### config.mk
export PLATFORM = sky130hd
export DESIGN_NAME = multilevel_queue_slot_scheduler_flat
export DESIGN_NICKNAME = d
export VERILOG_FILES = /design/src/rtl/core/mqss_pkg.sv /design/src/rtl/core/mqss_if.sv /design/src/rtl/core/multilevel_queue_slot_scheduler.sv /design/src/rtl/core/mqss_ctrl.sv /design/src/rtl/core/mqss_dp.sv /design/src/flat_wrapper.sv
export SDC_FILE = /design/constraint.sdc
export NUM_CORES = 2
export LEC_CHECK = 0
export ABC_AREA = 1
export ABC_CLOCK_PERIOD_IN_PS = 4460
export BUFFER_PORTS_ARGS = -buffer_cell sky130_fd_sc_hd__buf_2
export CAP_MARGIN = 20
export CORE_ASPECT_RATIO = 0.8
export CORE_MARGIN = 3
export CORE_UTILIZATION = 50
export CTS_CLUSTER_DIAMETER = 150
export DETAILED_ROUTE_END_ITERATION = 16
export PLACE_DENSITY = 0.75
export SLEW_MARGIN = 20
export SYNTH_ARGS = -nofsm -noshare
export SYNTH_HDL_FRONTEND = slang
export SYNTH_SLANG_ARGS = --single-unit
### constraint.sdc
create_clock -name clk -period 4.46 [get_ports clk]
set_input_delay 0.669 -clock clk [delete_from_list [all_inputs] [get_ports clk]]
set_output_delay 0.669 -clock clk [all_outputs]
set_load 0.03 [all_outputs]
### src/rtl/core/mqss_pkg.sv
// Shared constants, types and helpers of the multilevel queue slot scheduler.
package mqss_pkg;

  localparam int NUM_PRIO    = 8;
  localparam int QUEUE_DEPTH = 16;

  localparam int ID_W   = 16;
  localparam int PRIO_W = 3;
  localparam int STAT_W = 2;

  localparam int LVL_W = (NUM_PRIO > 1) ? $clog2(NUM_PRIO) : 1;
  localparam int PTR_W = (QUEUE_DEPTH > 1) ? $clog2(QUEUE_DEPTH) : 1;
  localparam int CNT_W = $clog2(QUEUE_DEPTH + 1);
  localparam int BUD_W = $clog2(NUM_PRIO + 1);
  localparam int ADR_W = LVL_W + PTR_W;

  localparam logic OP_ENQUEUE = 1'b0;
  localparam logic OP_DEQUEUE = 1'b1;

  typedef enum logic [STAT_W-1:0] {
    ST_ENQUEUED = 2'd0,
    ST_DISPATCH = 2'd1,
    ST_NOTREADY = 2'd2,
    ST_DROPPED  = 2'd3
  } status_t;

  typedef struct packed {
    logic cap;
    logic exec;
    logic load;
  } mqss_cmd_t;

  typedef struct packed {
    logic out_stall;
  } mqss_sts_t;

  function automatic logic [BUD_W-1:0] budget_init(input int lvl);
    return BUD_W'(NUM_PRIO - lvl);
  endfunction

endpackage

### src/rtl/core/mqss_if.sv
// Valid/ready channel interfaces for scheduler requests and results.
interface mqss_in_if;
  logic                         valid;
  logic                         ready;
  logic                         opcode;
  logic [mqss_pkg::ID_W-1:0]    task_id;
  logic [mqss_pkg::PRIO_W-1:0]  task_prio;

  modport source (output valid, output opcode, output task_id, output task_prio,
                  input ready);
  modport sink   (input valid, input opcode, input task_id, input task_prio,
                  output ready);
endinterface

interface mqss_out_if;
  logic                         valid;
  logic                         ready;
  logic [mqss_pkg::STAT_W-1:0]  status;
  logic [mqss_pkg::ID_W-1:0]    out_task_id;
  logic [mqss_pkg::PRIO_W-1:0]  out_prio;

  modport source (output valid, output status, output out_task_id, output out_prio,
                  input ready);
  modport sink   (input valid, input status, input out_task_id, input out_prio,
                  output ready);
endinterface

### src/rtl/core/multilevel_queue_slot_scheduler.sv
// Top level of the multilevel queue slot scheduler.
// An accepted request is captured, executed and then loaded into the output register;
// the load step waits while the output is stalled. The controller takes no new request
// until the capture, execute and load steps of the current one are done.
// A waiting result does not block the next request; it only holds the load step.
// Reset (synchronous, active low) empties all queues and restores every budget.
module multilevel_queue_slot_scheduler (
  input  logic       clk,
  input  logic       rst_n,
  mqss_in_if.sink    in_if,
  mqss_out_if.source out_if
);

  mqss_pkg::mqss_cmd_t cmd;
  mqss_pkg::mqss_sts_t sts;

  mqss_ctrl u_ctrl (
    .clk      (clk),
    .rst_n    (rst_n),
    .in_valid (in_if.valid),
    .in_ready (in_if.ready),
    .sts      (sts),
    .cmd      (cmd)
  );

  mqss_dp u_dp (
    .clk          (clk),
    .rst_n        (rst_n),
    .cmd          (cmd),
    .sts          (sts),
    .in_opcode    (in_if.opcode),
    .in_task_id   (in_if.task_id),
    .in_task_prio (in_if.task_prio),
    .out_valid    (out_if.valid),
    .out_ready    (out_if.ready),
    .out_status   (out_if.status),
    .out_task_id  (out_if.out_task_id),
    .out_prio     (out_if.out_prio)
  );

endmodule

### src/rtl/core/mqss_ctrl.sv
// Sequencing state machine of the scheduler: capture, execute, load result.
module mqss_ctrl (
  input  logic                clk,
  input  logic                rst_n,
  input  logic                in_valid,
  output logic                in_ready,
  input  mqss_pkg::mqss_sts_t sts,
  output mqss_pkg::mqss_cmd_t cmd
);

  typedef enum logic [1:0] {
    S_IDLE,
    S_EXEC,
    S_LOAD
  } state_t;

  state_t state_r;
  state_t state_nxt;

  assign in_ready = (state_r == S_IDLE);

  always_comb begin
    cmd       = '0;
    state_nxt = state_r;
    unique case (state_r)
      S_IDLE: begin
        if (in_valid) begin
          cmd.cap   = 1'b1;
          state_nxt = S_EXEC;
        end
      end
      S_EXEC: begin
        cmd.exec  = 1'b1;
        state_nxt = S_LOAD;
      end
      S_LOAD: begin
        if (!sts.out_stall) begin
          cmd.load  = 1'b1;
          state_nxt = S_IDLE;
        end
      end
      default: begin
        state_nxt = S_IDLE;
      end
    endcase
  end

  always_ff @(posedge clk) begin
    if (!rst_n) begin
      state_r <= S_IDLE;
    end else begin
      state_r <= state_nxt;
    end
  end

endmodule

### src/rtl/core/mqss_dp.sv
// Datapath of the scheduler: per-level queue state, task store and result register.
module mqss_dp (
  input  logic                           clk,
  input  logic                           rst_n,
  input  mqss_pkg::mqss_cmd_t            cmd,
  output mqss_pkg::mqss_sts_t            sts,
  input  logic                           in_opcode,
  input  logic [mqss_pkg::ID_W-1:0]      in_task_id,
  input  logic [mqss_pkg::PRIO_W-1:0]    in_task_prio,
  output logic                           out_valid,
  input  logic                           out_ready,
  output logic [mqss_pkg::STAT_W-1:0]    out_status,
  output logic [mqss_pkg::ID_W-1:0]      out_task_id,
  output logic [mqss_pkg::PRIO_W-1:0]    out_prio
);

  localparam int MEM_DEPTH = 2 ** mqss_pkg::ADR_W;

  logic                          opcode_r;
  logic [mqss_pkg::ID_W-1:0]     id_r;
  logic [mqss_pkg::LVL_W-1:0]    lvl_r;

  logic [mqss_pkg::PTR_W-1:0]    head_r   [mqss_pkg::NUM_PRIO];
  logic [mqss_pkg::PTR_W-1:0]    tail_r   [mqss_pkg::NUM_PRIO];
  logic [mqss_pkg::CNT_W-1:0]    fill_r   [mqss_pkg::NUM_PRIO];
  logic [mqss_pkg::BUD_W-1:0]    budget_r [mqss_pkg::NUM_PRIO];

  logic [mqss_pkg::ID_W-1:0]     mem      [MEM_DEPTH];
  logic [mqss_pkg::ID_W-1:0]     rdata_r;

  mqss_pkg::status_t             res_status_r;
  mqss_pkg::status_t             res_status_nxt;
  logic [mqss_pkg::LVL_W-1:0]    res_lvl_r;

  logic                          out_valid_r;
  logic [mqss_pkg::STAT_W-1:0]   out_status_r;
  logic [mqss_pkg::ID_W-1:0]     out_id_r;
  logic [mqss_pkg::PRIO_W-1:0]   out_prio_r;

  logic [mqss_pkg::NUM_PRIO-1:0] nonempty;
  logic [mqss_pkg::NUM_PRIO-1:0] eligible;
  logic                          any_wait;
  logic                          any_elig;
  logic [mqss_pkg::LVL_W-1:0]    pick_elig;
  logic [mqss_pkg::LVL_W-1:0]    pick_wait;
  logic [mqss_pkg::LVL_W-1:0]    pick_lvl;
  logic [mqss_pkg::LVL_W-1:0]    op_lvl;
  logic [mqss_pkg::LVL_W-1:0]    in_lvl;
  logic [mqss_pkg::CNT_W-1:0]    op_fill;
  logic [mqss_pkg::PTR_W-1:0]    op_head;
  logic [mqss_pkg::PTR_W-1:0]    op_tail;
  logic                          op_full;
  logic                          do_enq;
  logic                          do_deq;

  function automatic logic [mqss_pkg::PTR_W-1:0] ptr_inc(
    input logic [mqss_pkg::PTR_W-1:0] p
  );
    if (p == mqss_pkg::PTR_W'(mqss_pkg::QUEUE_DEPTH - 1)) begin
      return '0;
    end
    return p + mqss_pkg::PTR_W'(1);
  endfunction

  always_comb begin
    if (32'(in_task_prio) >= mqss_pkg::NUM_PRIO) begin
      in_lvl = mqss_pkg::LVL_W'(mqss_pkg::NUM_PRIO - 1);
    end else begin
      in_lvl = mqss_pkg::LVL_W'(in_task_prio);
    end
  end

  always_comb begin
    for (int i = 0; i < mqss_pkg::NUM_PRIO; i++) begin
      nonempty[i] = (fill_r[i] != '0);
      eligible[i] = nonempty[i] && (budget_r[i] != '0);
    end
    any_wait  = |nonempty;
    any_elig  = |eligible;
    pick_elig = '0;
    pick_wait = '0;
    for (int i = mqss_pkg::NUM_PRIO - 1; i >= 0; i--) begin
      if (eligible[i]) pick_elig = mqss_pkg::LVL_W'(i);
      if (nonempty[i]) pick_wait = mqss_pkg::LVL_W'(i);
    end
    pick_lvl = any_elig ? pick_elig : pick_wait;
    op_lvl   = (opcode_r == mqss_pkg::OP_DEQUEUE) ? pick_lvl : lvl_r;
    op_fill  = fill_r[op_lvl];
    op_head  = head_r[op_lvl];
    op_tail  = tail_r[op_lvl];
    op_full  = (op_fill >= mqss_pkg::CNT_W'(mqss_pkg::QUEUE_DEPTH));
    do_enq   = cmd.exec && (opcode_r == mqss_pkg::OP_ENQUEUE) && !op_full;
    do_deq   = cmd.exec && (opcode_r == mqss_pkg::OP_DEQUEUE) && any_wait;
    if (opcode_r == mqss_pkg::OP_ENQUEUE) begin
      res_status_nxt = op_full ? mqss_pkg::ST_DROPPED : mqss_pkg::ST_ENQUEUED;
    end else begin
      res_status_nxt = any_wait ? mqss_pkg::ST_DISPATCH : mqss_pkg::ST_NOTREADY;
    end
  end

  always_ff @(posedge clk) begin
    if (cmd.cap) begin
      opcode_r <= in_opcode;
      id_r     <= in_task_id;
      lvl_r    <= in_lvl;
    end
    if (cmd.exec) begin
      res_status_r <= res_status_nxt;
      res_lvl_r    <= op_lvl;
    end
  end

  always_ff @(posedge clk) begin
    if (!rst_n) begin
      for (int i = 0; i < mqss_pkg::NUM_PRIO; i++) begin
        head_r[i]   <= '0;
        tail_r[i]   <= '0;
        fill_r[i]   <= '0;
        budget_r[i] <= mqss_pkg::budget_init(i);
      end
    end else begin
      if (do_enq) begin
        tail_r[op_lvl] <= ptr_inc(op_tail);
        fill_r[op_lvl] <= op_fill + mqss_pkg::CNT_W'(1);
      end
      if (do_deq) begin
        head_r[op_lvl] <= ptr_inc(op_head);
        fill_r[op_lvl] <= op_fill - mqss_pkg::CNT_W'(1);
        for (int i = 0; i < mqss_pkg::NUM_PRIO; i++) begin
          if (i == int'(op_lvl)) begin
            if (any_elig) begin
              budget_r[i] <= budget_r[i] - mqss_pkg::BUD_W'(1);
            end else begin
              budget_r[i] <= mqss_pkg::budget_init(i) - mqss_pkg::BUD_W'(1);
            end
          end else if (!any_elig) begin
            budget_r[i] <= mqss_pkg::budget_init(i);
          end
        end
      end
    end
  end

  always_ff @(posedge clk) begin
    if (do_enq) begin
      mem[{op_lvl, op_tail}] <= id_r;
    end
    if (do_deq) begin
      rdata_r <= mem[{op_lvl, op_head}];
    end
  end

  always_ff @(posedge clk) begin
    if (!rst_n) begin
      out_valid_r <= 1'b0;
    end else if (cmd.load) begin
      out_valid_r <= 1'b1;
    end else if (out_ready) begin
      out_valid_r <= 1'b0;
    end
  end

  always_ff @(posedge clk) begin
    if (cmd.load) begin
      out_status_r <= res_status_r;
      if (res_status_r == mqss_pkg::ST_DISPATCH) begin
        out_id_r   <= rdata_r;
        out_prio_r <= mqss_pkg::PRIO_W'(res_lvl_r);
      end else begin
        out_id_r   <= '0;
        out_prio_r <= '0;
      end
    end
  end

  assign sts.out_stall = out_valid_r && !out_ready;
  assign out_valid     = out_valid_r;
  assign out_status    = out_status_r;
  assign out_task_id   = out_id_r;
  assign out_prio      = out_prio_r;

  a_load_sets_valid: assert property (@(posedge clk) disable iff (!rst_n)
    cmd.load |=> out_valid_r)
    else $error("result register not loaded");

  a_dispatch_when_waiting: assert property (@(posedge clk) disable iff (!rst_n)
    cmd.exec && (opcode_r == mqss_pkg::OP_DEQUEUE) && any_wait
      |=> res_status_r == mqss_pkg::ST_DISPATCH)
    else $error("waiting task not dispatched");

  a_enqueue_counts: assert property (@(posedge clk) disable iff (!rst_n)
    do_enq |=> fill_r[$past(op_lvl)] == $past(op_fill) + mqss_pkg::CNT_W'(1))
    else $error("fill count not advanced on enqueue");

  a_no_load_while_stalled: assert property (@(posedge clk) disable iff (!rst_n)
    out_valid_r && !out_ready |-> !cmd.load)
    else $error("result overwritten while waiting");

endmodule
### src/flat_wrapper.sv
// flat-port wrapper written by rule: the top's interface ports become plain ports
module multilevel_queue_slot_scheduler_flat 
  (clk, rst_n, in_if_valid, in_if_opcode, in_if_task_id, in_if_task_prio, in_if_ready, out_if_valid, out_if_status, out_if_out_task_id, out_if_out_prio, out_if_ready);
  mqss_in_if in_if_i ();
  mqss_out_if out_if_i ();
  input  logic clk;
  input  logic rst_n;
  input wire logic [$bits(in_if_i.valid)-1:0] in_if_valid;
  input wire logic [$bits(in_if_i.opcode)-1:0] in_if_opcode;
  input wire logic [$bits(in_if_i.task_id)-1:0] in_if_task_id;
  input wire logic [$bits(in_if_i.task_prio)-1:0] in_if_task_prio;
  output wire logic [$bits(in_if_i.ready)-1:0] in_if_ready;
  output wire logic [$bits(out_if_i.valid)-1:0] out_if_valid;
  output wire logic [$bits(out_if_i.status)-1:0] out_if_status;
  output wire logic [$bits(out_if_i.out_task_id)-1:0] out_if_out_task_id;
  output wire logic [$bits(out_if_i.out_prio)-1:0] out_if_out_prio;
  input wire logic [$bits(out_if_i.ready)-1:0] out_if_ready;
  assign in_if_i.valid = in_if_valid;
  assign in_if_i.opcode = in_if_opcode;
  assign in_if_i.task_id = in_if_task_id;
  assign in_if_i.task_prio = in_if_task_prio;
  assign in_if_ready = in_if_i.ready;
  assign out_if_valid = out_if_i.valid;
  assign out_if_status = out_if_i.status;
  assign out_if_out_task_id = out_if_i.out_task_id;
  assign out_if_out_prio = out_if_i.out_prio;
  assign out_if_i.ready = out_if_ready;
  multilevel_queue_slot_scheduler u_core (.clk(clk), .rst_n(rst_n), .in_if(in_if_i), .out_if(out_if_i));
endmodule
==> summary.txt <==
Logic synthesis
  • Ys flop type: edfxtp_1
  • Syn_area_per_cell: 11.3 um2
  • Mux contribution to synthesized area: 0
  • Main combinational cell family by area after synthesis: simple AND/OR/NAND/NOR gates
  • Syn Nets: 8,672
  • Synth unique cells: 48
  • Post-synth EDFFs: 2,246
  • Register area share after synthesis: 0.692
  • Adder-cell share of the synthesized area: 0.00187
  • Synth Area in Compound Gates: 0.0349
  • Yosys synthesis warning count: 0
  • XOR/XNOR Fraction of Synth Area: 0.00151
  • Post-synthesis instance total: 8,634
  • Post-synthesis simple-gate area fraction: 0.201
  • #FFs+latches synth: 2,249
  • Cell Area, Synth: 0.0976 mm2
  • Post-synth ARST share: 0

Worst setup path
  • Worst r2r src: u_core.u_dp.fill_r[3][0]
  • CP Capture Type: flop
  • Setup CP Type: flop to flop
  • Critical Path Start Type: flop
  • Crit path from: u_core.u_dp.fill_r[3][0]
  • Arrival time worst endpoint: 5.11 ns
  • Required time of the worst setup path: 5.18 ns
  • Critical path fanouts, max: 34

Routing
  • Avg WL per Cell: 24.6 um
  • Remaining antenna violation count: 0
  • WL final: 287,000 um
  • Drt pass-1 iters: 7
  • DRC: 0
  • Initial drt markers: 11,500
  • Vias: 69,500
  • Vias per Instance: 5.95

Placed design
  • Detailed Place HPWL: 167,000 um
  • Placement Setup Slack: -0.280 ns
  • Placed Cells: 11,200
  • Routability cong.: 0.964
  • Port Buffer Count: 46

Cells and area
  • FF/Latch Area: 0.0675 mm2
  • Fill count: 14,600
  • Multi-input logic area: 0.0240 mm2
  • Layout area overhead: 16.2%
  • Layout cells sized above 1: 0.125
  • Post-Layout Cell Count: 11,700
  • Final nets: 8,995

STA
  • Setup TNS Final: 0 ns
  • Final setup fails: 0
  • Unrepaired setup endpoints after global routing: yes
  • Min Tclk post-route: 4.38 ns
  • Final setup margin: 0.0770 ns
  • Actual slew at the worst max-slew pin: 1.02 ns
  • Highest clock rate: 228 MHz
  • Pins Over Slew Limit: 0
  • Fin. Hold Viols: 0
  • Period utilization: 0.983
  • Fin Hold WS: 0.101 ns
  • Worst Skew: 0.0409 ns
  • Slew headroom: 0.320

Floorplan
  • Die height: 401 um
  • Horiz. Die Dim: 500 um
  • Initial Utilization: 0.505
  • Die ar.: 0.201 mm2
  • Core ar.: 0.193 mm2
  • # IOs: 47
  • FP Rows: 144

Global routing
  • Largest net degree at the start of global routing: 129
  • GRT Residual Overflow: 0
  • Number of global-route vias before repair: 65,300
  • Initial antenna violation count: 10
  • First-pass GRT wire length: 413,000 um
  • GRT Total Usage: 0.273

Power
  • P_sw: 14.2 mW
  • Sw Share: 0.287
  • Comb pwr share: 0.185
  • Clock power frac: 0.341
  • PD cells: 436 mW/mm2
  • Flop pwr share: 0.475
  • Worst VDD drop: 0.382 mV
  • Leak Pwr: 43.7 nW
  • Int Pwr: 35.2 mW

Status
  • Status: finished clean

Clock network
  • CTS H-tree lvls: 4
  • Clock root buffer: clkbuf_16
  • Clk_lat worst skew: 0.87 ns
  • CTS Buf Count: 203
  • CTS tree: yes
  • Worst-path clk slew: 0.06 ns
  • Clock Path Buffers: 3
  • CTS Sinks: 2,249

Worst hold path
  • Hold crit path type: input pin to flop
  • Hold Path Origin: in_if_valid

Job
  • Max Cap Viol: 0
cell families after synthesis:
family,after synthesis
and+or+nand+nor,4083
DFF,2249
buffers and inverters,1672
AOI/OAI and AO/OA,600
xor gates and xnor gates,16
adders and majority gates,14
power by group through the flow:
stage	registers, mW	clock network (mW)	logic, mW
after floorplan	24.1	0	4.40
after global placement	23.9	0	7.94
after detailed placement	23.9	0	8.11
after CTS	23.5	16.9	8.27
after global routing	23.5	17.7	9.56
final	23.5	16.8	9.12
metal layers:
metal,vias up,wire length (um),track usage
li1,30400,-,-
met1,33400,105000,0.380
met2,5071,127000,0.406
met3,719,42000,0.0730
met4,2,12900,0.117
met5,-,11,0
Yosys cell counts, types with 3 or more instances:
| cell | n | area share |
|---|---|---|
| a21oi_1 | 193 | 0.0099 |
| a21oi_2 | 3 | 0.00027 |
| a221oi_1 | 4 | 0.00036 |
| a22oi_1 | 12 | 0.00092 |
| buf_1 | 39 | 0.0015 |
| buf_2 | 312 | 0.016 |
| buf_4 | 14 | 0.0011 |
| buf_6 | 9 | 0.0010 |
| clkbuf_1 | 152 | 0.0058 |
| dfxtp_1 | 3 | 0.00062 |
| edfxtp_1 | 2246 | 0.69 |
| ha_1 | 13 | 0.0017 |
| inv_1 | 1136 | 0.044 |
| inv_2 | 8 | 0.00031 |
| nand2_1 | 1612 | 0.062 |
| nand2_2 | 8 | 0.00051 |
| nand2_4 | 3 | 0.00035 |
| nand3_1 | 1452 | 0.074 |
| nand3b_1 | 545 | 0.042 |
| nand4_1 | 10 | 0.00064 |
| nand4_2 | 7 | 0.00090 |
| nor2_1 | 372 | 0.014 |
| nor2_2 | 5 | 0.00032 |
| nor2_8 | 4 | 0.00082 |
| nor3_1 | 5 | 0.00026 |
| nor4_1 | 3 | 0.00019 |
| o211ai_1 | 122 | 0.0094 |
| o21ai_0 | 226 | 0.012 |
| o21ai_1 | 20 | 0.0010 |
| o21ai_2 | 4 | 0.00036 |
| o22ai_1 | 9 | 0.00058 |
| or2_1 | 4 | 0.00026 |
| or2_2 | 48 | 0.0031 |
| xnor2_1 | 7 | 0.00063 |
| xor2_1 | 8 | 0.00072 |
worst max-delay path: stages, from the launching register on:
cell      delay (ns)
edfxtp_1        0.42
nor2_1          0.15
nand3_1         0.22
nand2_1         0.15
nand2_1         0.12
nor2_4          0.15
nand2_4         0.09
nor2_2          0.10
a21oi_2         0.08
nand2_4         0.13
nand2_8         0.11
buf_4           0.18
nor2_8          0.08
inv_2           0.05
or2_2           0.27
nand2_1         0.07
o21ai_0         0.13
nand2_4         0.21
buf_16          0.31
buf_16          0.24
nand3_1         0.25
nand2_2         0.22
nand2_1         0.08
nand2_1         0.20
nor2_1          0.10
nor2_1          0.10
through the flow:
stage / total power, mW / utilization / instance area (um2)
6_report: 49.4 / 0.587 / 113000
5_1_grt: 50.8 / 0.587 / 113000
4_1_cts: 48.7 / 0.579 / 112000
3_5_place_dp: 32.0 / 0.544 / 105000
3_3_place_gp: 31.9 / 0.544 / 105000
2_1_floorplan: 28.5 / - / 97600
cells in the final DEF, fill, tap and decap left out, types with 5 or more instances in the layout:
cell,n
nand4_1,10
clkinv_1,57
nand4_2,5
o21ai_2,5
buf_6,30
clkinvlp_4,8
o21ai_1,18
nor2_1,338
buf_12,209
buf_16,18
inv_1,1133
o211ai_1,122
buf_8,6
a21oi_1,192
nand3_2,41
clkbuf_16,221
inv_2,9
buf_2,46
xnor2_1,7
nor2_2,33
bufinv_16,9
diode_2,5
or2_2,48
inv_6,5
o22ai_1,9
a22oi_1,12
nand3b_1,545
ha_1,11
nand3_1,1409
xor2_1,8
buf_4,299
dlygate4sd3_1,20
nand2_2,45
o21ai_0,225
edfxtp_1,2246
clkbuf_1,37
nand2_1,1562
nor2_4,9
clkinv_2,38
nand2_4,12
layout make-up:
class / instances / area share
Antenna cell: 5 / 0.000110
Clock buffer: 243 / 0.0467
Clock inverter: 126 / 0.00841
Tap cell: 2555 / 0.0282
Timing Repair Buffer: 644 / 0.0722
Inverter: 1145 / 0.0380
Sequential cell: 2249 / 0.595
Multi-Input combinational cell: 4714 / 0.211
path summary, 6_finish.rpt:
path / endpoint / slack [ns] / cells past startpoint
min reg2reg: u_core.u_dp.out_status[0] / 0.47 / 0
max: u_core.u_dp.rdata_r[1] / 0.08 / 25
min: u_core.u_ctrl.state_r[0] / 0.10 / 3
max reg2reg: u_core.u_dp.rdata_r[1] / 0.08 / 25
sequential cells by signal, summed over array words and instances, names as in the netlist:
signal                    cells
u_core.u_dp.head_r           32
u_core.u_dp.mem            2048
u_core.u_dp.lvl_r             3
u_core.u_dp.out_valid         1
u_core.u_dp.tail_r           32
u_core.u_dp.fill_r           40
u_core.u_dp.budget_r         32
u_core.u_dp.out_task_id      16
u_core.u_dp.rdata_r          16
u_core.u_dp.id_r             16
u_core.u_dp.res_status_r      2
u_core.u_ctrl.state_r         2
u_core.u_dp.res_lvl_r         3
u_core.u_dp.out_prio          3
u_core.u_dp.out_status        2
u_core.u_dp.opcode_r          1
what timing repair did:
item	in CTS	in global routing
pin swaps	3	16
setup buffers	10	37
resized for setup	21	195
setup endpoints to repair	169	2083
hold buffers	20	0
gates cloned	1	17
hold endpoints to repair	20	0
Note: power is estimated with default switching activity, not from simulation.
